`src/design/rtwfc_pkg.sv`:
```
// Package for the region table with fault check.
// Holds request and status codes, the queued request type and permission flag constants.
package rtwfc_pkg;

  typedef enum logic [1:0] {
    REQ_INSERT = 2'd0,
    REQ_LOOKUP = 2'd1,
    REQ_FAULT  = 2'd2,
    REQ_CLEAR  = 2'd3
  } req_e;

  typedef enum logic [2:0] {
    ST_OK        = 3'd0,
    ST_EMPTY     = 3'd1,
    ST_OVERLAP   = 3'd2,
    ST_FULL      = 3'd3,
    ST_NO_REGION = 3'd4,
    ST_NO_WRITE  = 3'd5,
    ST_READ_PRES = 3'd6,
    ST_NO_READ   = 3'd7
  } status_e;

  localparam logic [2:0] FLAG_READ      = 3'h1;
  localparam logic [2:0] FLAG_WRITE     = 3'h2;
  localparam logic [2:0] FLAG_EXEC      = 3'h4;
  localparam logic [2:0] ENTRY_USER     = 3'h4;
  localparam logic [2:0] ENTRY_WRITABLE = 3'h2;

  // One classified request as it waits between front and back
  typedef struct packed {
    req_e        req;
    logic        empty;
    logic [31:0] rstart;
    logic [31:0] rend;
    logic [2:0]  rperm;
    logic [31:0] qaddr;
    logic [1:0]  fcode;
  } cmd_t;

endpackage

```
`src/design/rtwfc_front.sv`:
```
// Front end of the region table: accepts requests, classifies them and queues them.
// Depends on rtwfc_pkg for the request codes and the queued request type.
module rtwfc_front import rtwfc_pkg::*; (
  input  logic        clk_i,
  input  logic        rst_ni,
  input  logic        req_valid_i,
  output logic        req_stall_o,
  input  logic [1:0]  req_type_i,
  input  logic [31:0] region_start_i,
  input  logic [31:0] region_end_i,
  input  logic [2:0]  region_perm_i,
  input  logic [31:0] query_addr_i,
  input  logic [1:0]  fault_code_i,
  output logic        cmd_valid_o,
  input  logic        cmd_take_i,
  output cmd_t        cmd_o
);

  // Two-entry queue
  cmd_t       q_mem [2];
  logic       wr_ptr_q, rd_ptr_q;
  logic [1:0] cnt_q;
  logic       push, pop;
  cmd_t       cmd_in;

  assign req_stall_o = (cnt_q == 2'd2);
  assign push        = req_valid_i && !req_stall_o;
  assign cmd_valid_o = (cnt_q != 2'd0);
  assign pop         = cmd_valid_o && cmd_take_i;
  assign cmd_o       = q_mem[rd_ptr_q];

  // Classify the request: flag an empty range up front
  always_comb begin
    cmd_in.req    = req_e'(req_type_i);
    cmd_in.empty  = (region_start_i >= region_end_i);
    cmd_in.rstart = region_start_i;
    cmd_in.rend   = region_end_i;
    cmd_in.rperm  = region_perm_i;
    cmd_in.qaddr  = query_addr_i;
    cmd_in.fcode  = fault_code_i;
  end

  always_ff @(posedge clk_i) begin
    if (push) q_mem[wr_ptr_q] <= cmd_in;
  end

  always_ff @(posedge clk_i or negedge rst_ni) begin
    if (!rst_ni) begin
      wr_ptr_q <= 1'b0;
      rd_ptr_q <= 1'b0;
      cnt_q    <= 2'd0;
    end else begin
      if (push) wr_ptr_q <= ~wr_ptr_q;
      if (pop)  rd_ptr_q <= ~rd_ptr_q;
      cnt_q <= cnt_q + {1'b0, push} - {1'b0, pop};
    end
  end

`ifndef SYNTHESIS
  a_no_over: assert property (@(posedge clk_i) disable iff (!rst_ni)
    cnt_q == 2'd2 |-> !push) else $error("queue overflow");
  a_no_under: assert property (@(posedge clk_i) disable iff (!rst_ni)
    pop |-> cnt_q != 2'd0) else $error("queue underflow");
  a_cnt_lim: assert property (@(posedge clk_i) disable iff (!rst_ni)
    cnt_q != 2'd3) else $error("queue count out of range");
`endif

endmodule

```
`src/design/rtwfc_back.sv`:
```
// Back end of the region table: walks the table one entry a cycle and builds results.
// Depends on rtwfc_pkg for codes, flags and the queued request type.
module rtwfc_back import rtwfc_pkg::*; #(
  parameter int MAX_REGIONS = 16,
  parameter int PAGE_BITS   = 12
) (
  input  logic        clk_i,
  input  logic        rst_ni,
  input  logic        cmd_valid_i,
  output logic        cmd_take_o,
  input  cmd_t        cmd_i,
  output logic        res_valid_o,
  input  logic        res_stall_i,
  output logic [2:0]  status_o,
  output logic        found_o,
  output logic [31:0] hit_start_o,
  output logic [31:0] hit_end_o,
  output logic [2:0]  hit_perm_o,
  output logic        cache_hit_o,
  output logic [31:0] page_addr_o,
  output logic [2:0]  entry_perm_o,
  output logic [4:0]  region_count_o,
  output logic [31:0] fault_total_o
);

  localparam int IW = $clog2(MAX_REGIONS);
  localparam int CW = $clog2(MAX_REGIONS + 1);

  typedef enum logic [2:0] {
    S_IDLE, S_CACHE, S_SCAN, S_SHIFT, S_RESULT
  } bstate_e;

  // Table memory: one read port, one write port
  logic [31:0] start_mem [MAX_REGIONS];
  logic [31:0] end_mem   [MAX_REGIONS];
  logic [2:0]  perm_mem  [MAX_REGIONS];

  bstate_e     state_q, state_d;
  cmd_t        cmd_q;
  logic [CW-1:0] used_q, used_d;
  logic [IW-1:0] lhi_q, lhi_d;
  logic        lhv_q, lhv_d;
  logic [31:0] fcnt_q, fcnt_d;
  logic [CW-1:0] idx_q, idx_d;       // scan position
  logic [31:0] prev_end_q, prev_end_d;
  logic        chit_q, chit_d;

  // Registered read port
  logic [IW-1:0] raddr;
  logic        rd_en;
  logic [31:0] rs_q, re_q;
  logic [2:0]  rp_q;

  // Write port
  logic        we;
  logic [IW-1:0] waddr;
  logic [31:0] ws, wend;
  logic [2:0]  wp;

  // Output register
  logic        ov_q;
  logic [2:0]  st_q, st_d;
  logic        fd_q, fd_d;
  logic [31:0] hs_q, hs_d, he_q, he_d, pa_q, pa_d;
  logic [2:0]  hp_q, hp_d, ep_q, ep_d;
  logic        load_res;

  // Insert outcome, latched as the scan decides
  logic [2:0]  insert_st_q;

  always_ff @(posedge clk_i) begin
    if (we) begin
      start_mem[waddr] <= ws;
      end_mem[waddr]   <= wend;
      perm_mem[waddr]  <= wp;
    end
    if (rd_en) begin
      rs_q <= start_mem[raddr];
      re_q <= end_mem[raddr];
      rp_q <= perm_mem[raddr];
    end
  end

  logic covers;
  assign covers = (rs_q <= cmd_q.qaddr) && (cmd_q.qaddr < re_q);

  // Sequence one request: cache probe, scan, shift, result
  always_comb begin
    logic [2:0] hp;
    logic [2:0] st;
    hp = 3'd0;
    st = ST_OK;
    state_d    = state_q;
    used_d     = used_q;
    lhi_d      = lhi_q;
    lhv_d      = lhv_q;
    fcnt_d     = fcnt_q;
    idx_d      = idx_q;
    prev_end_d = prev_end_q;
    chit_d     = chit_q;
    cmd_take_o = 1'b0;
    rd_en      = 1'b0;
    raddr      = '0;
    we         = 1'b0;
    waddr      = '0;
    ws         = rs_q;
    wend       = re_q;
    wp         = rp_q;
    load_res   = 1'b0;
    st_d = ST_OK; fd_d = 1'b0; hs_d = '0; he_d = '0; hp_d = '0; pa_d = '0; ep_d = '0;
    unique case (state_q)
      S_IDLE: begin
        if (cmd_valid_i) begin
          cmd_take_o = 1'b1;
          idx_d      = '0;
          prev_end_d = '0;
          chit_d     = 1'b0;
          if (cmd_i.req == REQ_FAULT) fcnt_d = fcnt_q + 32'd1;
          unique case (cmd_i.req)
            REQ_CLEAR: begin
              used_d = '0;
              lhv_d  = 1'b0;
              state_d = S_RESULT;
            end
            REQ_INSERT: begin
              if (cmd_i.empty) begin
                state_d = S_RESULT;
              end else begin
                rd_en = 1'b1;
                state_d = S_SCAN;
              end
            end
            default: begin
              rd_en = 1'b1;
              raddr = lhi_q;
              state_d = S_CACHE;
            end
          endcase
        end
      end
      S_CACHE: begin
        if (lhv_q && ({1'b0, lhi_q} < CW'(used_q)) && covers) begin
          chit_d  = 1'b1;
          state_d = S_RESULT;
        end else begin
          rd_en   = 1'b1;
          raddr   = '0;
          idx_d   = '0;
          state_d = S_SCAN;
        end
      end
      S_SCAN: begin
        // rs_q/re_q hold entry idx_q when idx_q < used_q
        if (cmd_q.req == REQ_INSERT) begin
          if (idx_q < used_q && rs_q <= cmd_q.rstart) begin
            prev_end_d = re_q;
            idx_d = idx_q + CW'(1);
            rd_en = 1'b1;
            raddr = IW'(idx_q + CW'(1));
          end else if ((idx_q != '0 && prev_end_q > cmd_q.rstart) ||
                       (idx_q < used_q && cmd_q.rend > rs_q) ||
                       (used_q >= CW'(MAX_REGIONS))) begin
            state_d = S_RESULT;
          end else begin
            // Start shift from the top entry downward
            idx_d = used_q;
            if (used_q != idx_q) begin
              rd_en = 1'b1;
              raddr = IW'(used_q - CW'(1));
            end
            prev_end_d = {{(32-CW){1'b0}}, idx_q};
            state_d = S_SHIFT;
          end
        end else begin
          if (idx_q < used_q && covers) begin
            lhi_d = IW'(idx_q);
            lhv_d = 1'b1;
            state_d = S_RESULT;
          end else if (idx_q + CW'(1) >= used_q) begin
            idx_d = used_q;
            state_d = S_RESULT;
          end else begin
            idx_d = idx_q + CW'(1);
            rd_en = 1'b1;
            raddr = IW'(idx_q + CW'(1));
          end
        end
      end
      S_SHIFT: begin
        // prev_end_q holds the insert position here
        if (idx_q == CW'(prev_end_q)) begin
          we = 1'b1;
          waddr = IW'(idx_q);
          ws = cmd_q.rstart;
          wend = cmd_q.rend;
          wp = cmd_q.rperm;
          used_d = used_q + CW'(1);
          if (lhv_q && {1'b0, lhi_q} >= CW'(idx_q)) lhi_d = lhi_q + IW'(1);
          state_d = S_RESULT;
        end else begin
          we = 1'b1;
          waddr = IW'(idx_q);
          idx_d = idx_q - CW'(1);
          if (idx_q - CW'(1) != CW'(prev_end_q)) begin
            rd_en = 1'b1;
            raddr = IW'(idx_q - CW'(2));
          end
        end
      end
      S_RESULT: begin
        if (!ov_q || !res_stall_i) begin
          load_res = 1'b1;
          state_d  = S_IDLE;
          unique case (cmd_q.req)
            REQ_CLEAR: st_d = ST_OK;
            REQ_INSERT: begin
              if (cmd_q.empty) st_d = ST_EMPTY;
              else st_d = insert_st_q;
            end
            default: begin
              if (chit_q || idx_q < used_q) begin
                fd_d = 1'b1;
                hs_d = rs_q;
                he_d = re_q;
                hp   = rp_q;
                hp_d = hp;
                if (cmd_q.req == REQ_FAULT) begin
                  if (cmd_q.fcode[1]) st = (hp & FLAG_WRITE) != 3'd0 ? ST_OK : ST_NO_WRITE;
                  else if (cmd_q.fcode[0]) st = ST_READ_PRES;
                  else st = (hp & (FLAG_READ | FLAG_EXEC)) != 3'd0 ? ST_OK : ST_NO_READ;
                  st_d = st;
                  if (st == ST_OK) begin
                    ep_d = ENTRY_USER | (((hp & FLAG_WRITE) != 3'd0) ? ENTRY_WRITABLE : 3'd0);
                    pa_d = cmd_q.qaddr & ~((32'd1 << PAGE_BITS) - 32'd1);
                  end
                end
              end else begin
                st_d = ST_NO_REGION;
              end
            end
          endcase
        end
      end
      default: state_d = S_IDLE;
    endcase
  end

  always_ff @(posedge clk_i) begin
    if (state_q == S_IDLE) insert_st_q <= ST_OK;
    else if (state_q == S_SCAN && cmd_q.req == REQ_INSERT && state_d == S_RESULT)
      insert_st_q <= (used_q >= CW'(MAX_REGIONS) &&
                      !((idx_q != '0 && prev_end_q > cmd_q.rstart) ||
                        (idx_q < used_q && cmd_q.rend > rs_q))) ? ST_FULL : ST_OVERLAP;
  end

  always_ff @(posedge clk_i) begin
    if (cmd_take_o) cmd_q <= cmd_i;
    idx_q      <= idx_d;
    prev_end_q <= prev_end_d;
    chit_q     <= chit_d;
    if (load_res) begin
      st_q <= st_d; fd_q <= fd_d; hs_q <= hs_d; he_q <= he_d;
      hp_q <= hp_d; pa_q <= pa_d; ep_q <= ep_d;
    end
  end

  always_ff @(posedge clk_i or negedge rst_ni) begin
    if (!rst_ni) begin
      state_q <= S_IDLE;
      used_q  <= '0;
      lhi_q   <= '0;
      lhv_q   <= 1'b0;
      fcnt_q  <= '0;
      ov_q    <= 1'b0;
    end else begin
      state_q <= state_d;
      used_q  <= used_d;
      lhi_q   <= lhi_d;
      lhv_q   <= lhv_d;
      fcnt_q  <= fcnt_d;
      if (load_res) ov_q <= 1'b1;
      else if (!res_stall_i) ov_q <= 1'b0;
    end
  end

  logic [31:0] ftot_q;
  logic        cht_q;
  logic [4:0]  rc_q;
  always_ff @(posedge clk_i) begin
    if (load_res) begin
      ftot_q <= fcnt_q;
      cht_q  <= chit_q && fd_d;
      rc_q   <= 5'(used_q);
    end
  end

  assign res_valid_o    = ov_q;
  assign status_o       = st_q;
  assign found_o        = fd_q;
  assign hit_start_o    = hs_q;
  assign hit_end_o      = he_q;
  assign hit_perm_o     = hp_q;
  assign cache_hit_o    = cht_q;
  assign page_addr_o    = pa_q;
  assign entry_perm_o   = ep_q;
  assign region_count_o = rc_q;
  assign fault_total_o  = ftot_q;

`ifndef SYNTHESIS
  a_used_lim: assert property (@(posedge clk_i) disable iff (!rst_ni)
    used_q <= CW'(MAX_REGIONS)) else $error("region count past table size");
  a_hold: assert property (@(posedge clk_i) disable iff (!rst_ni)
    ov_q && res_stall_i |-> !load_res) else $error("result overwritten while stalled");
  a_take_idle: assert property (@(posedge clk_i) disable iff (!rst_ni)
    cmd_take_o |-> state_q == S_IDLE) else $error("request taken while busy");
  a_write_shift: assert property (@(posedge clk_i) disable iff (!rst_ni)
    we |-> state_q == S_SHIFT) else $error("table written outside shift");
`endif

endmodule

```
`src/design/region_table_with_fault_check.sv`:
```
// Top level of the region table with fault check.
// Depends on rtwfc_pkg, rtwfc_front and rtwfc_back.
//
//   channel | direction | handshake                    | payload
//   req     | in        | req_valid_i / req_stall_o    | req_type .. fault_code
//   res     | out       | res_valid_o / res_stall_i    | status .. fault_total
//
// A clear or an empty insert goes straight to its result, a cache hit to its
// result after the cache probe; a lookup or fault that misses the cache, or an
// insert, walks the table through the single registered read port of the
// region memory, an insert scanning and, if it fits, shifting entries. Lookups
// scan one entry a cycle. The front queue holds two requests, taken while the
// back walks the table or the result waits. Reset is asynchronous and clears
// counts and the cache; table contents are written before read.
module region_table_with_fault_check import rtwfc_pkg::*; #(
  parameter int MAX_REGIONS = 16,
  parameter int PAGE_BITS   = 12
) (
  input  logic        clk_i,
  input  logic        rst_ni,
  input  logic        req_valid_i,
  output logic        req_stall_o,
  input  logic [1:0]  req_type_i,
  input  logic [31:0] region_start_i,
  input  logic [31:0] region_end_i,
  input  logic [2:0]  region_perm_i,
  input  logic [31:0] query_addr_i,
  input  logic [1:0]  fault_code_i,
  output logic        res_valid_o,
  input  logic        res_stall_i,
  output logic [2:0]  status_o,
  output logic        found_o,
  output logic [31:0] hit_start_o,
  output logic [31:0] hit_end_o,
  output logic [2:0]  hit_perm_o,
  output logic        cache_hit_o,
  output logic [31:0] page_addr_o,
  output logic [2:0]  entry_perm_o,
  output logic [4:0]  region_count_o,
  output logic [31:0] fault_total_o
);

  logic cmd_valid, cmd_take;
  cmd_t cmd;

  rtwfc_front u_front (
    .clk_i, .rst_ni, .req_valid_i, .req_stall_o, .req_type_i, .region_start_i,
    .region_end_i, .region_perm_i, .query_addr_i, .fault_code_i,
    .cmd_valid_o(cmd_valid), .cmd_take_i(cmd_take), .cmd_o(cmd)
  );

  rtwfc_back #(.MAX_REGIONS(MAX_REGIONS), .PAGE_BITS(PAGE_BITS)) u_back (
    .clk_i, .rst_ni, .cmd_valid_i(cmd_valid), .cmd_take_o(cmd_take), .cmd_i(cmd),
    .res_valid_o, .res_stall_i, .status_o, .found_o, .hit_start_o, .hit_end_o,
    .hit_perm_o, .cache_hit_o, .page_addr_o, .entry_perm_o, .region_count_o,
    .fault_total_o
  );

endmodule

```
`config.mk`:
```
export PLATFORM = sky130hd
export DESIGN_NAME = region_table_with_fault_check
export DESIGN_NICKNAME = d
export VERILOG_FILES = /design/src/design/rtwfc_pkg.sv /design/src/design/rtwfc_front.sv /design/src/design/rtwfc_back.sv /design/src/design/region_table_with_fault_check.sv
export SDC_FILE = /design/constraint.sdc
export NUM_CORES = 2
export LEC_CHECK = 0
export ABC_AREA = 1
export BUFFER_PORTS_ARGS = -buffer_cell sky130_fd_sc_hd__buf_2
export CORE_MARGIN = 8
export CORE_UTILIZATION = 45
export DETAILED_ROUTE_END_ITERATION = 10
export SYNTH_ARGS = -nofsm -noshare
export SYNTH_HDL_FRONTEND = slang
export SYNTH_SLANG_ARGS = --single-unit
```
`constraint.sdc`:
```
create_clock -name clk_i -period 14.3 [get_ports clk_i]
set_clock_uncertainty 0.05 [all_clocks]
set_input_delay 2.86 -clock clk_i [delete_from_list [all_inputs] [get_ports clk_i]]
set_output_delay 2.86 -clock clk_i [all_outputs]
set_load 0.02 [all_outputs]
```
==> metrics.csv <==
stage;metric;value;unit
floorplan;Starting Density;0.452;
route;antenna-violating nets left;0;
worst_setup_path;crit path capture;u_back.re_q[9]$_DFFE_PP_;
synthesis;simple-gate portion of the synthesized area;0.194;
final_layout;layout cell share with drive strength beyond 1;0.109;
floorplan;die area;172000;um2
synthesis;share of the synthesized area in compound gates (AO/OA/AOI/OAI);0.0231;
synthesis;EDFF count, synth;1620;
synthesis;Mapped Avg Cell Area;11.9;um2
synthesis;share of synthesized area spent on multiplexers;0;
global_routing;overall overflow remaining after global route;0;
sta;Final Max Tran Viols;0;
synthesis;adder-cell share of the synthesized area;0.0395;
worst_setup_path;reg2reg end;u_back.re_q[9]$_DFFE_PP_;
clock_tree;number of buffers added for setup after CTS;0;
final_layout;Antenna diodes;0;
route;number of DRC markers after the initial detailed-route iteration;5775;
final_layout;number of nets at the end of the flow;6596;
power_and_ir_drop;worst vdd ir;0.000195;V
clock_tree;maximum buffer depth of the clock tree;3;
global_routing;largest net degree at the start of global routing;213;
placed_design;number of port buffers;239;
power_and_ir_drop;Psw;7.51;mW
worst_setup_path;stage delay of the slowest cell on the critical path;0.76;ns
worst_setup_path;most prevalent standard cell on the critical path;sky130_fd_sc_hd__nand2_1;
power_and_ir_drop;clock power share;0.237;
worst_setup_path;Critical Path End Type;flop;
synthesis;combinational family with the most area after synthesis;simple AND/OR/NAND/NOR gates;
floorplan;chip width;415;um
synthesis;top cell type's share of synthesized area;0.680;
route;final routed wirelength across all metal layers;208000;um
worst_setup_path;crit path cell chain;inv_1, ha_1, nand2_1, o21ai_0, a21oi_1, nand2_1, a21oi_1, nand3_2, a21oi_4, buf_4, buf_4, buf_4, buf_12, nand3_1, nand3_1, nand3_1, nand2_1, nand2_1, nand2_1;
synthesis;Ys Warns;0;
placed_design;placed wire-length estimate;122000;um
sta;total setup violations reported at the end of the flow;0;
sta;Final Critical Period;6.86;ns
floorplan;overall die height;415;um
synthesis;Async SR Flop Fraction;0.0299;
clock_tree;TritonCTS Sinks;1672;
route;first drt pass iteration count;6;
run_status;outcome;complete, no violations;
global_routing;number of antenna violations at the first check in global routing;2;
power_and_ir_drop;power density over the cells;233;nW/um2
sta;RSZ-0062 raised after global routing;no;
worst_setup_path;Critical-path top delay cell;sky130_fd_sc_hd__buf_4;
synthesis;Synth Area in XOR/XNOR;0.00624;
synthesis;number of distinct library cell variants in the gate-level netlist after synthesis;57;
clock_tree;Root Buffer Master;sky130_fd_sc_hd__clkbuf_16;
power_and_ir_drop;internal power;11.3;mW
global_routing;total global routing track utilization;0.232;
route;Via-to-Cell Ratio;5.68;
global_routing;global-route wire length before repair;304000;um
power_and_ir_drop;post-layout total power;18.8;mW
final_layout;post-route core utilization;0.509;
power_and_ir_drop;share of power burned in combinational logic;0.378;
clock_tree;Hold Buf Count CTS;0;
clock_tree;clock latency on the worst-skew pair;0.81;ns
worst_setup_path;Worst Path Class, Setup;reg2reg;
power_and_ir_drop;leakage;30.7;nW
route;DRC violations left;0;
worst_setup_path;FF-to-FF Start;u_back.re_q[10]$_DFFE_PP_;
synthesis;dominant register cell in the synthesized netlist;sky130_fd_sc_hd__edfxtp_1;
worst_setup_path;required time at the endpoint of the critical path;14.83;ns
sta;worst slew pin tran;1.16;ns
floorplan;placeable core region;158000;um2
sta;worst relative slew slack;0.212;
final_layout;area growth from synthesis to final layout;12.6;%
worst_setup_path;Critical Path Source;u_back.re_q[10]$_DFFE_PP_;
synthesis;largest cells by area after synthesis;sky130_fd_sc_hd__edfxtp_1, sky130_fd_sc_hd__nand3_1, sky130_fd_sc_hd__nand2_1;
global_routing;via count of the first global-routing pass;46000;
sta;setup TNS;0;ns
hold_path;Hold Path Class;reg2reg;
synthesis;most frequently used cell type in the post-synthesis netlist;sky130_fd_sc_hd__edfxtp_1;
worst_setup_path;Max Fanout on Critical Path;179;
placed_design;gp weighted congestion;0.931;
worst_setup_path;data arrival time of the worst path;7.39;ns
floorplan;number of top-level pins;253;
sta;fmax;146;MHz
sta;Final Hold Vio Count;0;
clock_tree;clock-pin slew on the worst setup and hold paths;0.06;ns
run;max-cap violation count;0;
placed_design;dpl ws;7.50;ns
sta;setup ws final;7.44;ns
worst_setup_path;Bufs and invs on worst path;5;
clock_tree;TritonCTS clock tree;done;
synthesis;post-synthesis instance area;71600;um2
clock_tree;number of H-tree levels;4;
worst_setup_path;largest delay contributor family on the critical path;buffers and inverters;
synthesis;register bit count reported by yosys;1672;
worst_setup_path;R2R Setup Slk;7.44;ns
synthesis;Synth area leader;sky130_fd_sc_hd__edfxtp_1;
clock_tree;CTS-repair resized insts;0;
synthesis;commonest cells in the synthesized netlist;sky130_fd_sc_hd__edfxtp_1, sky130_fd_sc_hd__nand2_1, sky130_fd_sc_hd__nand3_1;
worst_setup_path;cell depth of the worst flop-to-flop path;19;
synthesis;gate count of the mapped netlist;6038;
synthesis;part of the Yosys area used for sequential elements;0.698;
clock_tree;TritonCTS buffer count;169;
power_and_ir_drop;proportion of total power due to net switching;0.400;
route;mean routed wirelength per cell;24.5;um
worst_setup_path;Crit path depth;19;
power_and_ir_drop;sequential group share of total power;0.385;
worst_setup_path;startpoint type of the worst setup path;flop;
floorplan;# rows;146;
sta;Period Utilization, post-route;0.480;
route;count of vias placed by the detailed router;48200;
## power groups by stage
| stage | clock (mW) | combinational, mW | sequential (mW) |
|---|---|---|---|
| global route | 4.68 | 7.80 | 7.28 |
| detailed placement | 0 | 7.07 | 7.33 |
| global placement | 0 | 6.98 | 7.33 |
| CTS | 4.50 | 7.10 | 7.23 |
| floorplan | 0 | 4.44 | 7.27 |
| finish | 4.45 | 7.10 | 7.24 |
## worst min-delay path by stage
stage               slack [ns]                                  to  depth (start not counted)                               start
global route              0.45  u_back.insert_st_q[0]$_SDFFE_PP0P_                          2  u_back.insert_st_q[0]$_SDFFE_PP0P_
finish                    0.43  u_back.insert_st_q[0]$_SDFFE_PP0P_                          2  u_back.insert_st_q[0]$_SDFFE_PP0P_
detailed placement        0.42       u_back.fcnt_q[31]$_DFFE_PN0P_                          1       u_back.fcnt_q[31]$_DFFE_PN0P_
floorplan                 0.38  u_back.insert_st_q[0]$_SDFFE_PP0P_                          2  u_back.insert_st_q[0]$_SDFFE_PP0P_
global placement          0.40  u_back.insert_st_q[0]$_SDFFE_PP0P_                          2  u_back.insert_st_q[0]$_SDFFE_PP0P_
CTS                       0.43  u_back.insert_st_q[0]$_SDFFE_PP0P_                          2  u_back.insert_st_q[0]$_SDFFE_PP0P_
## metrics by stage
| step | instance area [um2] | hold slack [ns] | std cells |
|---|---|---|---|
| after global placement | 75000 | 0.403 | 8164 |
| after CTS | 80600 | 0.427 | 8481 |
| after detailed placement | 75000 | 0.415 | 8164 |
| after floorplan | 71600 | 0.385 | 6050 |
| final | 80600 | 0.425 | 8481 |
| after global routing | 80600 | 0.448 | 8481 |
## flip-flops by register name (all words and copies together) (netlist names), 48 cells and up
name	count
u_back.start_mem	512
u_back.cmd_q	104
u_back.perm_mem	48
u_front.q_mem	208
u_back.end_mem	512
## worst reg2reg max path, delay by kind of cell, from the launching register on
family	cells	cell delay, ns
buffers and inverters	5	3.12
flip-flops	1	0.43
AO/OA/AOI/OAI	4	1.12
AND/OR/NAND/NOR	9	1.62
adder cells (fa/ha/maj)	1	0.29
## cell type report
class                   count  area, um2
repair buffers            386       2360
fillers                 13700      77600
clock buffers             219       4630
multi-input cells        3749      19100
inverters                 285       1070
flip-flops and latches   1672      49900
clock inverters            98        917
well taps                2072       2590
## metal layers
metal	GRT usage	wire length, um	vias to the layer above
li1	-	-	21800
met1	0.315	85100	24000
met4	0.0776	6820	2
met5	0	13	-
met2	0.385	100000	2053
met3	0.0322	15900	347
## cell families after synthesis
group	count (synthesis)
buffers and inverters	629
other	1
flip-flops	1672
AO/OA/AOI/OAI	296
AND/OR/NAND/NOR	3163
adder cells (fa/ha/maj)	226
XOR/XNOR	51
## layout by cell type, fill, tap and decap left out, types with 5 or more instances in the layout
cell | Yosys | final
sky130_fd_sc_hd__inv_1 | 274 | 272
sky130_fd_sc_hd__ha_1 | 226 | 226
sky130_fd_sc_hd__o211ai_1 | 7 | 7
sky130_fd_sc_hd__o21ai_0 | 120 | 113
sky130_fd_sc_hd__o21a_1 | 11 | 11
sky130_fd_sc_hd__buf_12 | 0 | 5
sky130_fd_sc_hd__buf_2 | 219 | 239
sky130_fd_sc_hd__clkinv_2 | 0 | 28
sky130_fd_sc_hd__edfxtp_1 | 1620 | 1620
sky130_fd_sc_hd__inv_2 | 9 | 8
sky130_fd_sc_hd__o2111ai_1 | 6 | 5
sky130_fd_sc_hd__xnor2_1 | 17 | 17
sky130_fd_sc_hd__xor2_1 | 34 | 34
sky130_fd_sc_hd__nor2_4 | 8 | 27
sky130_fd_sc_hd__nand3_1 | 1374 | 1374
sky130_fd_sc_hd__clkbuf_16 | 0 | 178
sky130_fd_sc_hd__nor3_1 | 16 | 15
sky130_fd_sc_hd__clkbuf_1 | 76 | 39
sky130_fd_sc_hd__nand4_1 | 28 | 28
sky130_fd_sc_hd__nand2_1 | 1474 | 1473
sky130_fd_sc_hd__dfrtp_1 | 50 | 49
sky130_fd_sc_hd__o21ai_1 | 4 | 9
sky130_fd_sc_hd__bufinv_16 | 0 | 16
sky130_fd_sc_hd__clkinv_8 | 0 | 5
sky130_fd_sc_hd__buf_4 | 23 | 142
sky130_fd_sc_hd__a21oi_1 | 117 | 117
sky130_fd_sc_hd__conb_1 | 1 | 13
sky130_fd_sc_hd__nand2_2 | 8 | 8
sky130_fd_sc_hd__o21bai_1 | 6 | 6
sky130_fd_sc_hd__clkinvlp_4 | 0 | 5
sky130_fd_sc_hd__clkinv_1 | 2 | 45
sky130_fd_sc_hd__nor2_1 | 226 | 207
No activity file was read; power rests on OpenSTA's default activity.
